`config.mk`:
```
export PLATFORM = sky130hd
export DESIGN_NAME = extended_compare_timer
export DESIGN_NICKNAME = d
export VERILOG_FILES = /design/src/hdl/ect_pkg.sv /design/src/hdl/ect_core.sv /design/src/hdl/ect_ms.sv /design/src/hdl/ect_fifo.sv /design/src/hdl/extended_compare_timer.sv
export SDC_FILE = /design/constraint.sdc
export NUM_CORES = 1
export LEC_CHECK = 0
export BUFFER_PORTS_ARGS = -buffer_cell sky130_fd_sc_hd__buf_4
export CORE_ASPECT_RATIO = 1.4
export CORE_UTILIZATION = 25
export CTS_CLUSTER_DIAMETER = 60
export DETAILED_ROUTE_END_ITERATION = 8
export GPL_ROUTABILITY_DRIVEN = 0
export SLEW_MARGIN = 10
export SYNTH_ARGS = -nofsm -noshare
export SYNTH_HDL_FRONTEND = slang
export SYNTH_SLANG_ARGS = --single-unit
```
`constraint.sdc`:
```
create_clock -name clk -period 11.51 [get_ports clk]
set_input_delay 1.151 -clock clk [delete_from_list [all_inputs] [get_ports clk]]
set_output_delay 1.151 -clock clk [all_outputs]
set_load 0.01 [all_outputs]
```
`src/hdl/ect_pkg.sv`:
```
// Shared types, command codes and constants for the extended compare timer.
package ect_pkg;

  localparam logic [1:0] CMD_TICK     = 2'd0;
  localparam logic [1:0] CMD_ONESHOT  = 2'd1;
  localparam logic [1:0] CMD_PERIODIC = 2'd2;
  localparam logic [1:0] CMD_READ     = 2'd3;

  // ceil(2^36 / 125): (ticks >> 3) * ECT_MS_RECIP >> 36 equals ticks / 1000 for 32-bit ticks
  localparam logic [29:0] ECT_MS_RECIP = 30'd549755814;
  localparam int          ECT_MS_SHIFT = 36;

  localparam int ECT_FIFO_DEPTH = 4;

  typedef struct packed {
    logic [1:0]  cmd;
    logic [31:0] delay_ticks;
  } ect_in_t;

  typedef struct packed {
    logic        fire;
    logic [31:0] time_ticks;
    logic [22:0] time_ms;
    logic        armed;
  } ect_out_t;

  typedef struct packed {
    logic        fire;
    logic [31:0] time_ticks;
    logic        armed;
  } ect_tick_t;

  typedef struct packed {
    logic s0_valid;
    logic s1_valid;
  } ect_flight_t;

endpackage

```
`src/hdl/ect_core.sv`:
```
// Input register, counter and compare channel state, and the per-beat result register.
module ect_core import ect_pkg::*; (
  input  logic        clk,
  input  logic        rst_n,
  input  logic        in_fire,
  input  ect_in_t     in_item,
  output ect_flight_t flight,
  output ect_tick_t   res
);

  logic        s0_v_r;
  ect_in_t     s0_r;
  logic        s1_v_r;
  ect_tick_t   s1_r;
  ect_tick_t   s1_nxt;

  logic [15:0] count_low_r, count_low_nxt;
  logic [15:0] count_high_r, count_high_nxt;
  logic [15:0] compare_value_r, compare_value_nxt;
  logic [15:0] matches_left_r, matches_left_nxt;
  logic        armed_r, armed_nxt;
  logic [31:0] period_r, period_nxt;
  logic [15:0] cnt_inc;
  logic        fire;

  always_comb begin
    count_low_nxt     = count_low_r;
    count_high_nxt    = count_high_r;
    compare_value_nxt = compare_value_r;
    matches_left_nxt  = matches_left_r;
    armed_nxt         = armed_r;
    period_nxt        = period_r;
    fire              = 1'b0;
    cnt_inc           = count_low_r + 16'd1;
    unique case (s0_r.cmd)
      CMD_TICK: begin
        count_low_nxt = cnt_inc;
        if (cnt_inc == 16'd0) begin
          count_high_nxt = count_high_r + 16'd1;
        end
        if (armed_r && (cnt_inc == compare_value_r)) begin
          if (matches_left_r == 16'd0) begin
            armed_nxt = 1'b0;
            fire      = 1'b1;
            // re-arm from the stored period, relative to the advanced count
            if (period_r != 32'd0) begin
              matches_left_nxt  = period_r[31:16];
              compare_value_nxt = cnt_inc + period_r[15:0];
              armed_nxt         = 1'b1;
            end
          end else begin
            matches_left_nxt = matches_left_r - 16'd1;
          end
        end
      end
      CMD_ONESHOT: begin
        matches_left_nxt  = s0_r.delay_ticks[31:16];
        compare_value_nxt = count_low_r + s0_r.delay_ticks[15:0];
        armed_nxt         = 1'b1;
      end
      CMD_PERIODIC: begin
        if (s0_r.delay_ticks == 32'd0) begin
          armed_nxt  = 1'b0;
          period_nxt = 32'd0;
        end else begin
          period_nxt        = s0_r.delay_ticks;
          matches_left_nxt  = s0_r.delay_ticks[31:16];
          compare_value_nxt = count_low_r + s0_r.delay_ticks[15:0];
          armed_nxt         = 1'b1;
        end
      end
      CMD_READ: begin
      end
      default: begin
      end
    endcase
    s1_nxt.fire       = fire;
    s1_nxt.time_ticks = {count_high_nxt, count_low_nxt};
    s1_nxt.armed      = armed_nxt;
  end

  always_ff @(posedge clk) begin
    if (!rst_n) begin
      s0_v_r          <= 1'b0;
      s1_v_r          <= 1'b0;
      count_low_r     <= 16'd0;
      count_high_r    <= 16'd0;
      compare_value_r <= 16'd0;
      matches_left_r  <= 16'd0;
      armed_r         <= 1'b0;
      period_r        <= 32'd0;
    end else begin
      s0_v_r <= in_fire;
      s1_v_r <= s0_v_r;
      if (s0_v_r) begin
        count_low_r     <= count_low_nxt;
        count_high_r    <= count_high_nxt;
        compare_value_r <= compare_value_nxt;
        matches_left_r  <= matches_left_nxt;
        armed_r         <= armed_nxt;
        period_r        <= period_nxt;
      end
    end
  end

  always_ff @(posedge clk) begin
    if (in_fire) begin
      s0_r <= in_item;
    end
    if (s0_v_r) begin
      s1_r <= s1_nxt;
    end
  end

  assign flight.s0_valid = s0_v_r;
  assign flight.s1_valid = s1_v_r;
  assign res             = s1_r;

endmodule

```
`src/hdl/ect_ms.sv`:
```
// Tick time to milliseconds by reciprocal multiply, and assembly of the result beat.
module ect_ms import ect_pkg::*; (
  input  ect_tick_t tick,
  output ect_out_t  beat
);

  logic [58:0] prod;

  assign prod = 59'(tick.time_ticks[31:3]) * 59'(ECT_MS_RECIP);

  assign beat.fire       = tick.fire;
  assign beat.time_ticks = tick.time_ticks;
  assign beat.time_ms    = prod[ECT_MS_SHIFT +: 23];
  assign beat.armed      = tick.armed;

endmodule

```
`src/hdl/ect_fifo.sv`:
```
// Result queue that decouples the timer pipeline from the output handshake.
module ect_fifo import ect_pkg::*; #(
  parameter int FIFO_DEPTH = ECT_FIFO_DEPTH
) (
  input  logic                              clk,
  input  logic                              rst_n,
  input  logic                              push,
  input  ect_out_t                          push_data,
  input  logic                              out_ready,
  output logic                              out_valid,
  output ect_out_t                          out_data,
  output logic [$clog2(FIFO_DEPTH+1)-1:0]   count
);

  localparam int PtrW = $clog2(FIFO_DEPTH);
  localparam int CntW = $clog2(FIFO_DEPTH + 1);

  ect_out_t            mem [FIFO_DEPTH];
  logic [PtrW-1:0]     wr_ptr_r;
  logic [PtrW-1:0]     rd_ptr_r;
  logic [CntW-1:0]     count_r;
  logic                pop;

  assign pop       = out_ready && (count_r != '0);
  assign out_valid = (count_r != '0);
  assign out_data  = mem[rd_ptr_r];
  assign count     = count_r;

  always_ff @(posedge clk) begin
    if (push) begin
      mem[wr_ptr_r] <= push_data;
    end
  end

  always_ff @(posedge clk) begin
    if (!rst_n) begin
      wr_ptr_r <= '0;
      rd_ptr_r <= '0;
      count_r  <= '0;
    end else begin
      if (push) begin
        wr_ptr_r <= (wr_ptr_r == PtrW'(FIFO_DEPTH - 1)) ? '0 : wr_ptr_r + PtrW'(1);
      end
      if (pop) begin
        rd_ptr_r <= (rd_ptr_r == PtrW'(FIFO_DEPTH - 1)) ? '0 : rd_ptr_r + PtrW'(1);
      end
      if (push && !pop) begin
        count_r <= count_r + CntW'(1);
      end else if (pop && !push) begin
        count_r <= count_r - CntW'(1);
      end
    end
  end

endmodule

```
`src/hdl/extended_compare_timer.sv`:
```
// Extended compare timer: 32-bit tick time with one compare channel and ms readout.
// An accepted beat passes s0, s1 and the result queue before it is offered on the output.
// Throughput: one beat per cycle if in_ready; counter/compare is a single registered pass.
// in_ready comes from registered occupancy (pipeline plus a FIFO_DEPTH-entry result queue).
// Reset (rst_n low, synchronous) clears counter, compare channel, period and the queue.
module extended_compare_timer import ect_pkg::*; #(
  parameter int FIFO_DEPTH = ECT_FIFO_DEPTH
) (
  input  logic     clk,
  input  logic     rst_n,
  input  logic     in_valid,
  output logic     in_ready,
  input  ect_in_t  in_data,
  output logic     out_valid,
  input  logic     out_ready,
  output ect_out_t out_data
);

  localparam int CntW = $clog2(FIFO_DEPTH + 1);

  ect_flight_t     flight;
  ect_tick_t       tick;
  ect_out_t        beat;
  logic [CntW-1:0] q_count;
  logic [CntW:0]   occupancy;
  logic            in_fire;

  // hold off input while every queue slot is spoken for by stored or in-flight beats
  assign occupancy = {1'b0, q_count} + (CntW + 1)'(flight.s0_valid)
                   + (CntW + 1)'(flight.s1_valid);
  assign in_ready  = (occupancy < (CntW + 1)'(FIFO_DEPTH));
  assign in_fire   = in_valid && in_ready;

  ect_core u_core (
    .clk     (clk),
    .rst_n   (rst_n),
    .in_fire (in_fire),
    .in_item (in_data),
    .flight  (flight),
    .res     (tick)
  );

  ect_ms u_ms (
    .tick (tick),
    .beat (beat)
  );

  ect_fifo #(
    .FIFO_DEPTH (FIFO_DEPTH)
  ) u_fifo (
    .clk       (clk),
    .rst_n     (rst_n),
    .push      (flight.s1_valid),
    .push_data (beat),
    .out_ready (out_ready),
    .out_valid (out_valid),
    .out_data  (out_data),
    .count     (q_count)
  );

endmodule
```
---- After elaboration in Yosys (flattened, before gate mapping) ----
Memories as Yosys holds them, arrays and structs flattened. A register that Yosys moved wholly into a read port is not among the register bits.
Cells that the tools add are included.
operators by class
  magnitude comparators ................... 1
  mux-type cells .......................... 28
  add/subtract/negate cells ............... 11
  $mul .................................... 1
  equality and inequality tests ........... 10
  reductions and logical operators ........ 19
operators with widths
  operator                  number
  $mux W16                  11
  $pmux W16 S3              2
  $mul A29 B29 Y58 const B  1
  $add A16 B1 Y16 const B   2
  $add A16 B16 Y16          2
  $logic_not A16 Y1         2
  $logic_not A32 Y1         1
  $mux W32                  1
  $reduce_bool A32 Y1       1
  $eq A16 B16 Y1            1
  $sub A16 B1 Y16 const B   1
  $mux W2                   4
  $mux W1                   7
  $eq A2 B2 Y1 const B      3
  $mux W3                   2
  $ne A2 B1 Y1 const B      3
  $reduce_and A6 Y1         1
  $reduce_bool A3 Y1        2
  $logic_and A1 B1 Y1       5
  $reduce_and A5 Y1         1
  $add A2 B1 Y2 const B     2
  $add A3 B1 Y4             1
  $add A4 B1 Y4             1
  $lt A4 B3 Y1 const B      1
  10 further kinds          12
word-level totals
  word-level logic and storage cells ...... 87
  memories ................................ 1
  flip-flop bits (word level) ............. 174
  memory bits (writable) .................. 228
  output and inout bits ................... 59
  input port bits ......................... 38
memories
  name        words  bits a word  rd ports  clocked after memory_dff  wr ports  RTL line        RTL
  u_fifo.mem  4      57           1         1                         1         ect_fifo.sv:18  ect_out_t mem [FIFO_DEPTH];

---- Longest topological paths before layout ----
Gate-level depths: netlist of run 1.
  depth after elaboration ................. 6
  gate-level depth with buffers ........... 24
  mapped depth without buffers ............ 24

---- By module ----
From an unflattened synthesis of run 1, not the netlist that was laid out.
second synthesis, totals
  cells, all modules ...................... 2786
  area total of the unflattened synthesis .. 31550.3 µm²
modules (own cells, without submodules)
  module                  area each (µm²)  instances  cells an instance
  ect_ms                  13330.3          1          1366
  ect_core                9506.6           1          1073
  ect_fifo                8669.6           1          342
  extended_compare_timer  43.8             1          5

---- Worst setup path after synthesis of run 1 ----
No wires, ideal clock.
  path kind ............................... flip-flop to flip-flop
  from .................................... reg u_core.s1_r, in the netlist u_core.res[21]
  to ...................................... mem u_fifo.mem[0][21] (netlist name), data pin
  setup time .............................. 0.217 ns
  path slack .............................. 4.637 ns
  arrival time ............................ 6.656 ns
  stages on the path, launching flop included .. 24
  buffers on the path ..................... 0
  cell sequence ........................... edfxtp_1 -> ha_1 -> fa_1 -> fa_1 -> inv_1 -> fa_1 -> inv_1 -> fa_1 -> inv_1 -> fa_1 -> inv_1 -> fa_1 -> inv_1 -> fa_1 -> inv_1 -> ha_1 -> nand4_1 -> or4_1 -> a2111o_1 -> nand4_1 -> nand3_1 -> a21boi_0 -> o21ai_0 -> a211oi_1
RTL lines
  item                    RTL line         RTL
  start, declared         ect_core.sv:14   ect_tick_t s1_r;
  start signal, assigned  ect_core.sv:111  s1_r <= s1_nxt;
  end, declared           ect_fifo.sv:18

==> results of run 1 <==
[metal layers]
layer | wire length (um) | track usage [%] | part of all wire, %
met2 | 38200 | 22.0 | 51
met1 | 32000 | 14.5 | 43
met5 | 0 | 0 | 0
met4 | 2540 | 4.21 | 3.4
met3 | 2120 | 1.28 | 2.8
[metrics by stage]
stage / worst slack, ps / utilization, %
2_1_floorplan: 4640 / -
3_3_place_gp: 3710 / 27.3
3_5_place_dp: 3510 / 27.3
4_1_cts: 3520 / 28.7
5_1_grt: 3120 / 28.7
6_report: 3580 / 28.7
[tightest hold or removal path, delay by kind of cell (launching register included)]
kind	cells	cell delay [ps]
simple gates	1	60
compound gates	1	50
flops	1	310
[cell type report]
cell class / count / share of cell area, %
Sequential cell: 404 / 31.4
Inverter: 523 / 5.57
Timing Repair Buffer: 114 / 2.43
Tap cell: 1617 / 5.74
Clock inverter: 37 / 1.05
Multi-Input combinational cell: 1702 / 50.1
Clock buffer: 59 / 3.74
[flip-flops by register name (all words and copies together), names as in the netlist, named ones only]
| signal | count |
|---|---|
| u_core.period_r | 32 |
| u_core.s0_r | 34 |
| u_core.count_low_r | 16 |
| u_core.s1_v_r | 1 |
| u_core.count_high_r | 16 |
| u_core.compare_value_r | 16 |
| u_core.res | 34 |
| u_fifo.mem | 228 |
| u_fifo.count | 3 |
| u_core.matches_left_r | 16 |
| u_core.s0_v_r | 1 |
| u_core.armed_r | 1 |
| u_fifo.rd_ptr_r | 2 |
| u_fifo.wr_ptr_r | 2 |
[logic make-up (layout without fill, tap and decap cells)]
group	count (synthesis)	in the layout	share of synthesized area, %
compound gates	336	336	6.93
flops	404	404	35.6
fa+ha+maj	677	677	33.8
buf+inv	600	733	7.46
mux	69	69	4.53
xor+xnor	132	132	3.91
simple gates	488	488	7.71
[cell usage in the layout, fill, tap and decap left out, drive strengths merged, types with 15 or more instances in the layout]
master | synthesis | routed
inv | 522 | 534
ha | 409 | 409
edfxtp | 296 | 296
fa | 268 | 268
nand2 | 147 | 147
nor2 | 127 | 127
buf | 38 | 114
a21oi | 114 | 114
dfxtp | 108 | 108
xor2 | 65 | 65
xnor2 | 63 | 63
o21ai | 59 | 59
clkbuf | 39 | 59
mux4 | 57 | 57
a211oi | 46 | 46
nand3 | 46 | 46
nor4 | 34 | 34
nor3 | 32 | 32
a21o | 27 | 27
nand4 | 21 | 21
or3 | 19 | 19
clkinv | 1 | 19
and3 | 15 | 15
[worst max path at each step]
stage                             start                          end  slack [ps]  cells after the start
2_1_floorplan  u_core.res[21]$_DFFE_PP_  u_fifo.mem[0][21]$_DFFE_PP_        4640                     23
3_3_place_gp   u_core.res[14]$_DFFE_PP_  u_fifo.mem[0][15]$_DFFE_PP_        3710                     21
3_5_place_dp   u_core.res[14]$_DFFE_PP_  u_fifo.mem[0][11]$_DFFE_PP_        3510                     21
4_1_cts        u_core.res[16]$_DFFE_PP_  u_fifo.mem[0][11]$_DFFE_PP_        3520                     21
5_1_grt        u_core.res[21]$_DFFE_PP_  u_fifo.mem[2][21]$_DFFE_PP_        3120                     23
6_report       u_core.res[14]$_DFFE_PP_  u_fifo.mem[0][11]$_DFFE_PP_        3580                     21
==> impl_results.md, run 1 <==
- Outcome: completed
- Die Ht: 419 um
- Share of cells above drive strength 1: 10.2%
- R2R Path End: u_fifo.mem[0][11]$_DFFE_PP_
- Diodes inserted: 0
- Number of flops mapped to enable cells by yosys: 296
- Die Wd: 300 um
- Syn nets: 3421
- Setup repair bufs after CTS: 0
- CTS tree: done
- Layout area overhead: 13.6%
- Setup_tns: 0 ps
- Crit path cell chain: ha_1 -> fa_1 -> fa_1 -> inv_1 -> fa_1 -> inv_1 -> fa_1 -> fa_1 -> fa_1 -> inv_1 -> fa_1 -> inv_1 -> ha_1 -> nand2_1 -> or2_2 -> a311oi_1 -> o22ai_1 -> o31ai_1 -> a21boi_0 -> o21bai_1 -> xor2_1
- CP Data Required Time: 11900 ps
- Total global-route track usage: 12.0%
- PostCTS Resize Cnt: 0
- Skew-Pair Late Insertion Delay: 620 ps
- Final Setup Violations: 0
- Number of global-route vias before repair: 21000
- Final WL: 74800 um
- Final non-filler cell area: 35200 um2
- Max Fanout on Critical Path: 15
- Sequential fraction of the synthesis area: 35.6%
- RSZ-0062 raised after global routing: no
- Clk slew on worst S/H paths: 60 ps
- Post-synthesis register bit count: 404
- Most used cell, CP: fa_1
- Antenna violations before repair: 1
- Area fraction of the dominant cell type after synthesis: 28.7%
- Pins Over Slew Limit: 0
- Hold WC Path Type: reg2reg
- Synthesized area per cell: 11.5 um2
- Register area: 11100 um2
- Nets: 3511
- Longest Clk Path Bufs: 3
- Critical path buffer and inverter count: 4
- List of most frequent post-synthesis cells: inv_1 (520), ha_1 (409), edfxtp_1 (296), fa_1 (268), nand2_1 (146)
- Cts bufs inserted: 51
- Post-synthesis async set-or-reset flop share: 0%
- Ys Warns: 0
- Root buf cell: clkbuf_16
- WS Path Type: reg2reg
- Routed Antenna Nets: 0
- Post-DR vias/cell: 4.39
- Slowest cell delay on critical path: 950 ps
- Placed Cells incl. Taps: 4360
- Worst r2r path cells: 21
- Period utilization: 68.9%
- Vias: 19600
- # DRC: 0
- Worst setup SP type: flop
- GRT overflow: 0
- Max_cap viols: 0
- Primary FF master, synth: edfxtp_1
- Area of the multi-input gates: 17600 um2
- Worst Hold Depth: 2
- Worst Tran Pin Value: 1170 ps
- Clock sinks: 404
- Mapped Area: 31000 um2
- Filler cells: 12800
- Most frequent cell after synthesis: inv_1
- CP endpoint kind: flop
- DR pass1 iterations: 5
- Post-synth top area cell: edfxtp_1
- CTS H-tree depth: 2
- Hold EP: u_core.period_r[24]$_SDFFE_PN0P_
- Syn Inst Count: 2706
- Reg2reg setup slack: 3580 ps
- Worst clock skew: 38.1 ps
- Routed len/inst: 16.8 um
- Initial Utilization: 25.2%
- Core footprint: 123000 um2
- Dpl hpwl: 57800 um
- Post-route insts no fill: 4456
- DR iter-0 viols: 987
- Library cells used by synthesis: 77
- Fmax: 126 MHz
- CP max stage cell: edfxtp_1
- Slew Limit Headroom: 22.0%
- Largest delay contributor family on the critical path: adder cells
- Hold Slack: 471 ps
- Largest cells by area after synthesis: edfxtp_1 (29%), fa_1 (17%), ha_1 (17%)
- Min-delay src: u_core.period_r[24]$_SDFFE_PN0P_
- First-pass GRT wire length: 118000 um
- DP Area: 33500 um2
- Die ar.: 125000 um2
- Largest net degree at the start of global routing: 81
- Hold buffers post-CTS: 0
- Arrival @ worst endpoint: 8320 ps
- Final Hold Fails: 0
- IO Port Bufs: 96
- Row cnt: 152
- Fin crit period: 7930 ps
- I/O pin count: 97
- R2r startpoint: u_core.res[14]$_DFFE_PP_
Power of run 1 is left out: the tool's default activity adds up to more than one toggle a clock period on the data nets, which glitch-free logic cannot reach.
==> run 2: changes to the inputs <==
==> constraint.sdc (replaced) <==
create_clock -name clk -period 6.79 [get_ports clk]
set_input_delay 0.679 -clock clk [delete_from_list [all_inputs] [get_ports clk]]
set_output_delay 0.679 -clock clk [all_outputs]
set_load 0.01 [all_outputs]
==> run 2 against run 1 <==
The flow now finishes with violations (negative setup slack). Die area unchanged. Critical path type unchanged. Clock skew increased by 2.3 ps. Critical path depth increased by 4. Largest cell class unchanged.
==> impl_results.md, run 2 (synthesis results as in run 1) <==
- Outcome: finished with violations
- Failing checks: negative setup slack
- Worst Tran Pin Value: 1160 ps
- IO Port Bufs: 96
- Nets: 3718
- GRT overflow: 0
- Total global-route track usage: 12.2%
- Max reg flops: 228
- Hold Slack: 239 ps
- Fmax: 145 MHz
- Final WL: 76600 um
- CP endpoint kind: flop
- CP Data Required Time: 7180 ps
- Antenna violations before repair: 0
- Post-route setup slack: -96.6 ps
- Pins Over Slew Limit: 0
- Core footprint: 123000 um2
- Cts bufs inserted: 51
- Max_cap viols: 0
- Skew-Pair Late Insertion Delay: 610 ps
- Filler cells: 12500
- Largest net degree at the start of global routing: 78
- Fin crit period: 6890 ps
- Period utilization: 101%
- WS Path Type: reg2reg
- Initial Utilization: 25.2%
- DR iter-0 viols: 760
- Clk slew on worst S/H paths: 60 ps
- Root buf cell: clkbuf_16
- Dpl hpwl: 60200 um
- Worst clock skew: 40.4 ps
- Row cnt: 152
- Max Fanout on Critical Path: 4
- First-pass GRT wire length: 120000 um
- DR pass1 iterations: 4
- Routed Antenna Nets: 0
- Diodes inserted: 0
- I/O pin count: 97
- Longest Clk Path Bufs: 3
- # DRC: 0
- Biggest register: u_fifo.mem
- Most common cell after layout, fill and taps aside: inv_1
- Vias: 20400
- Layout area overhead: 22.3%
- Arrival @ worst endpoint: 7270 ps
- RSZ-0062 raised after global routing: yes
- Hold buffers post-CTS: 0
- Die Wd: 300 um
- Die ar.: 125000 um2
- Number of global-route vias before repair: 21900
- Hold WC Path Type: in2reg
- Most frequent cells in the layout: inv_1 (511), ha_1 (363), buf_4 (299), edfxtp_1 (296), fa_1 (242)
- CTS H-tree depth: 2
- Routed len/inst: 16.4 um
- Clock sinks: 404
- CTS tree: done
- Die Ht: 419 um
- Slew Limit Headroom: 22.2%
- Worst setup SP type: flop
- Share of cells above drive strength 1: 20.8%
- Post-DR vias/cell: 4.37
- Final Setup Violations: 20
- Final Hold Fails: 0
## run 2: changes by cell type in the layout (fill, tap and decap cells not counted), moves of 9 or more
| cell | delta |
|---|---|
| buf_4 | +185 |
| ha_1 | -46 |
| ha_4 | +45 |
| fa_1 | -26 |
| fa_2 | +26 |
| buf_6 | +22 |
| a21oi_1 | -10 |
| inv_1 | -9 |
| inv_2 | +9 |
| o21ai_0 | -9 |
## run 2: critical path, cell delays in order (launching register included)
cell and delay, ps:
edfxtp_1 450, buf_6 160, ha_4 240, fa_2 340, fa_1 490, inv_1 50, fa_1 470, inv_1 50
fa_1 510, inv_2 40, fa_1 520, inv_1 50, fa_1 490, inv_2 40, fa_1 490, inv_2 50
ha_4 280, nand4_1 150, or4_4 480, a2111o_1 350, nand4_1 140, buf_6 150, nand3_4 100, a21boi_4 190
o21ai_2 90, a211oi_2 300
## run 2: cell type report
class                      instances  area, um2  area share [%]
timing repair buffer             321       2490            6.57
inverter                         523       1960            5.18
multi-input combinational       1702      18700            49.2
sequential                       404      11100            29.2
clock buffer                      65       1430            3.78
clock inverter                    31        287           0.756
tap                             1617       2020            5.34
## run 2: through the flow
| step | instances | setup WS (ps) | setup TNS, ps | cell area (um2) | utilization [%] |
|---|---|---|---|---|---|
| 2_1_floorplan | 2706 | 21.2 | 0 | 31000 | - |
| 3_3_place_gp | 4514 | -442 | -17970 | 34700 | 28.2 |
| 3_5_place_dp | 4514 | -484 | -22370 | 34700 | 28.2 |
| 4_1_cts | 4642 | -63.8 | -540 | 37200 | 30.3 |
| 5_1_grt | 4663 | -273 | -11140 | 37900 | 30.9 |
| 6_report | 4663 | -96.6 | -853 | 37900 | 30.9 |
## run 2: metal layers
layer / vias up / part of all wire, % / global-route usage (%)
met1: 10000 / 42 / 14.7
met4: 0 / 3.8 / 4.23
li1: 9830 / - / -
met5: - / 0 / 0
met3: 142 / 3.4 / 1.40
met2: 368 / 50 / 22.3
## run 2: worst paths after layout
check | start | to | slack, ps | cells past startpoint
worst max-delay path | u_core.res[24]$_DFFE_PP_ | u_fifo.mem[1][21]$_DFFE_PP_ | -100 | 25
worst min-delay path | in_data[17] | u_core.s0_r[17]$_DFFE_PP_ | 240 | 1
worst max register to register | u_core.res[24]$_DFFE_PP_ | u_fifo.mem[1][21]$_DFFE_PP_ | -100 | 25
worst min register to register | u_core.period_r[24]$_SDFFE_PN0P_ | u_core.period_r[24]$_SDFFE_PN0P_ | 470 | 2
## run 2: what timing repair did
action	CTS	global route
cloned	0	0
setup buffers	35	26
pin swaps	44	48
resized for setup	82	103
endpoints found under the setup margin	84	88
Power of run 2 is left out for the same reason.
==> run 3: changes to the inputs <==
--- a/config.mk
+++ b/config.mk
@@ -7,10 +7,12 @@
 export LEC_CHECK = 0
 export BUFFER_PORTS_ARGS = -buffer_cell sky130_fd_sc_hd__buf_4
 export CORE_ASPECT_RATIO = 1.4
-export CORE_UTILIZATION = 25
+export CORE_UTILIZATION = 58
 export CTS_CLUSTER_DIAMETER = 60
 export DETAILED_ROUTE_END_ITERATION = 8
 export GPL_ROUTABILITY_DRIVEN = 0
+export PLACE_DENSITY = 0.78
+export REMOVE_ABC_BUFFERS = 1
 export SLEW_MARGIN = 10
 export SYNTH_ARGS = -nofsm -noshare
 export SYNTH_HDL_FRONTEND = slang
==> run 3 against run 2 <==
The run still ends with negative setup slack left. Critical path depth decreased by 1. Utilization grew 38 points. Register-to-register slack got worse by 180 ps. Critical endpoint is now u_fifo.mem[2][22]$_DFFE_PP_.
==> impl_results.md, run 3 (synthesis results as in run 1) <==
- Most common cell after layout, fill and taps aside: inv_1
- Placed Cells incl. Taps: 3592
- Initial Utilization: 59.2%
- Critical path buffer and inverter count: 7
- Core footprint: 52400 um2
- Root buf cell: clkbuf_16
- Most used cell, CP: fa_1
- Row cnt: 99
- Worst setup SP type: flop
- Max reg flops: 228
- Crit path cell chain: buf_4 -> ha_1 -> fa_1 -> fa_1 -> inv_1 -> fa_1 -> inv_1 -> fa_1 -> fa_2 -> fa_1 -> inv_1 -> fa_1 -> inv_1 -> ha_1 -> nand4_1 -> or4_4 -> a2111o_1 -> nand4_1 -> buf_6 -> nand3_4 -> buf_12 -> a21oi_4 -> nor3_4 -> xnor2_2
- Post-route insts no fill: 3727
- Layout area overhead: 17.1%
- CTS H-tree depth: 2
- Final Setup Violations: 80
- RSZ-0062 raised after global routing: yes
- Min-delay src: in_data[25]
- Fin crit period: 7060 ps
- Worst clock skew: 22.1 ps
- Pins Over Slew Limit: 0
- Outcome: finished with violations
- Arrival @ worst endpoint: 7400 ps
- Routed Antenna Nets: 0
- Largest delay contributor family on the critical path: adder cells
- Most frequent cells in the layout: inv_1 (508), ha_1 (373), buf_4 (300), edfxtp_1 (296), fa_1 (251)
- First-pass GRT wire length: 122000 um
- Longest Clk Path Bufs: 3
- WS Path Type: reg2reg
- Worst Tran Pin Value: 1140 ps
- Dpl hpwl: 57300 um
- Hold WC Path Type: in2reg
- Clock sinks: 404
- Number of global-route vias before repair: 23500
- Slew Limit Headroom: 23.5%
- R2r startpoint: u_core.res[20]$_DFFE_PP_
- Die ar.: 54400 um2
- Cts bufs inserted: 39
- Max_cap viols: 0
- CTS tree: done
- Die Ht: 276 um
- IO Port Bufs: 96
- CP Data Required Time: 7120 ps
- Period utilization: 104%
- CP startpoint: u_core.res[20]$_DFFE_PP_
- Die Wd: 197 um
- Final WL: 81000 um
- Nets: 3705
- Share of cells above drive strength 1: 19.8%
- Post-route setup slack: -274 ps
- DR pass1 iterations: 5
- Max Fanout on Critical Path: 5
- Failing checks: negative setup slack
- I/O pin count: 97
- # DRC: 0
- Hold buffers post-CTS: 0
- CP max stage cell: fa_1
- Filler cells: 3433
- CP endpoint kind: flop
- Skew-Pair Late Insertion Delay: 610 ps
- Vias: 21900
- GRT overflow: 0
- Routed len/inst: 21.7 um
- Post-DR vias/cell: 5.88
- Clk slew on worst S/H paths: 70 ps
- Total global-route track usage: 29.5%
- Largest net degree at the start of global routing: 82
- Slowest cell delay on critical path: 540 ps
- DR iter-0 viols: 1350
- Biggest register: u_fifo.mem
- Fmax: 142 MHz
- Final Hold Fails: 0
- Antenna violations before repair: 0
- Diodes inserted: 0
run 3: metrics by stage:
stage	hold WS (ps)	setup slack [ps]	util (%)	area, um2	setup TNS, ps
after floorplan	446	-82.8	-	30700	-331
after global placement	460	-454	63.9	33500	-21720
after detailed placement	464	-739	63.9	33500	-36790
after CTS	239	-41.5	68.2	35700	-279
after global routing	229	-435	69.3	36300	-27420
final	245	-274	69.3	36300	-12520
run 3: path summary, 6_finish.rpt:
path	end	depth (start not counted)	slack, ps
min reg2reg	u_core.period_r[23]$_SDFFE_PN0P_	2	480
max	u_fifo.mem[2][22]$_DFFE_PP_	24	-270
min	u_core.s0_r[25]$_DFFE_PP_	1	250
max reg2reg	u_fifo.mem[2][22]$_DFFE_PP_	24	-270
run 3: cell type report:
cell class                 count  area (um2)  area share [%]
inverter                     523        1960            5.41
clock inverter                20         221           0.610
multi-input combinational   1702       18600            51.2
sequential                   404       11100            30.5
tap                          707         885            2.44
timing repair buffer         320        2490            6.87
clock buffer                  51        1100            3.04
run 3: repair_timing:
| action | CTS | global route |
|---|---|---|
| pin swaps | 36 | 36 |
| resized for setup | 87 | 92 |
| cloned | 0 | 0 |
| setup endpoints to repair | 88 | 88 |
| setup buffers | 46 | 23 |
run 3: per-layer routing:
metal  track usage (%)  part of all wire [%]  vias to the layer above
met1              31.3                    35                    10800
met3              4.23                   5.5                      370
met4              22.3                   8.8                        0
li1                  -                     -                     9797
met2              52.9                    51                      936
met5                 0                     0                        -
Power of run 3 is left out for the same reason.
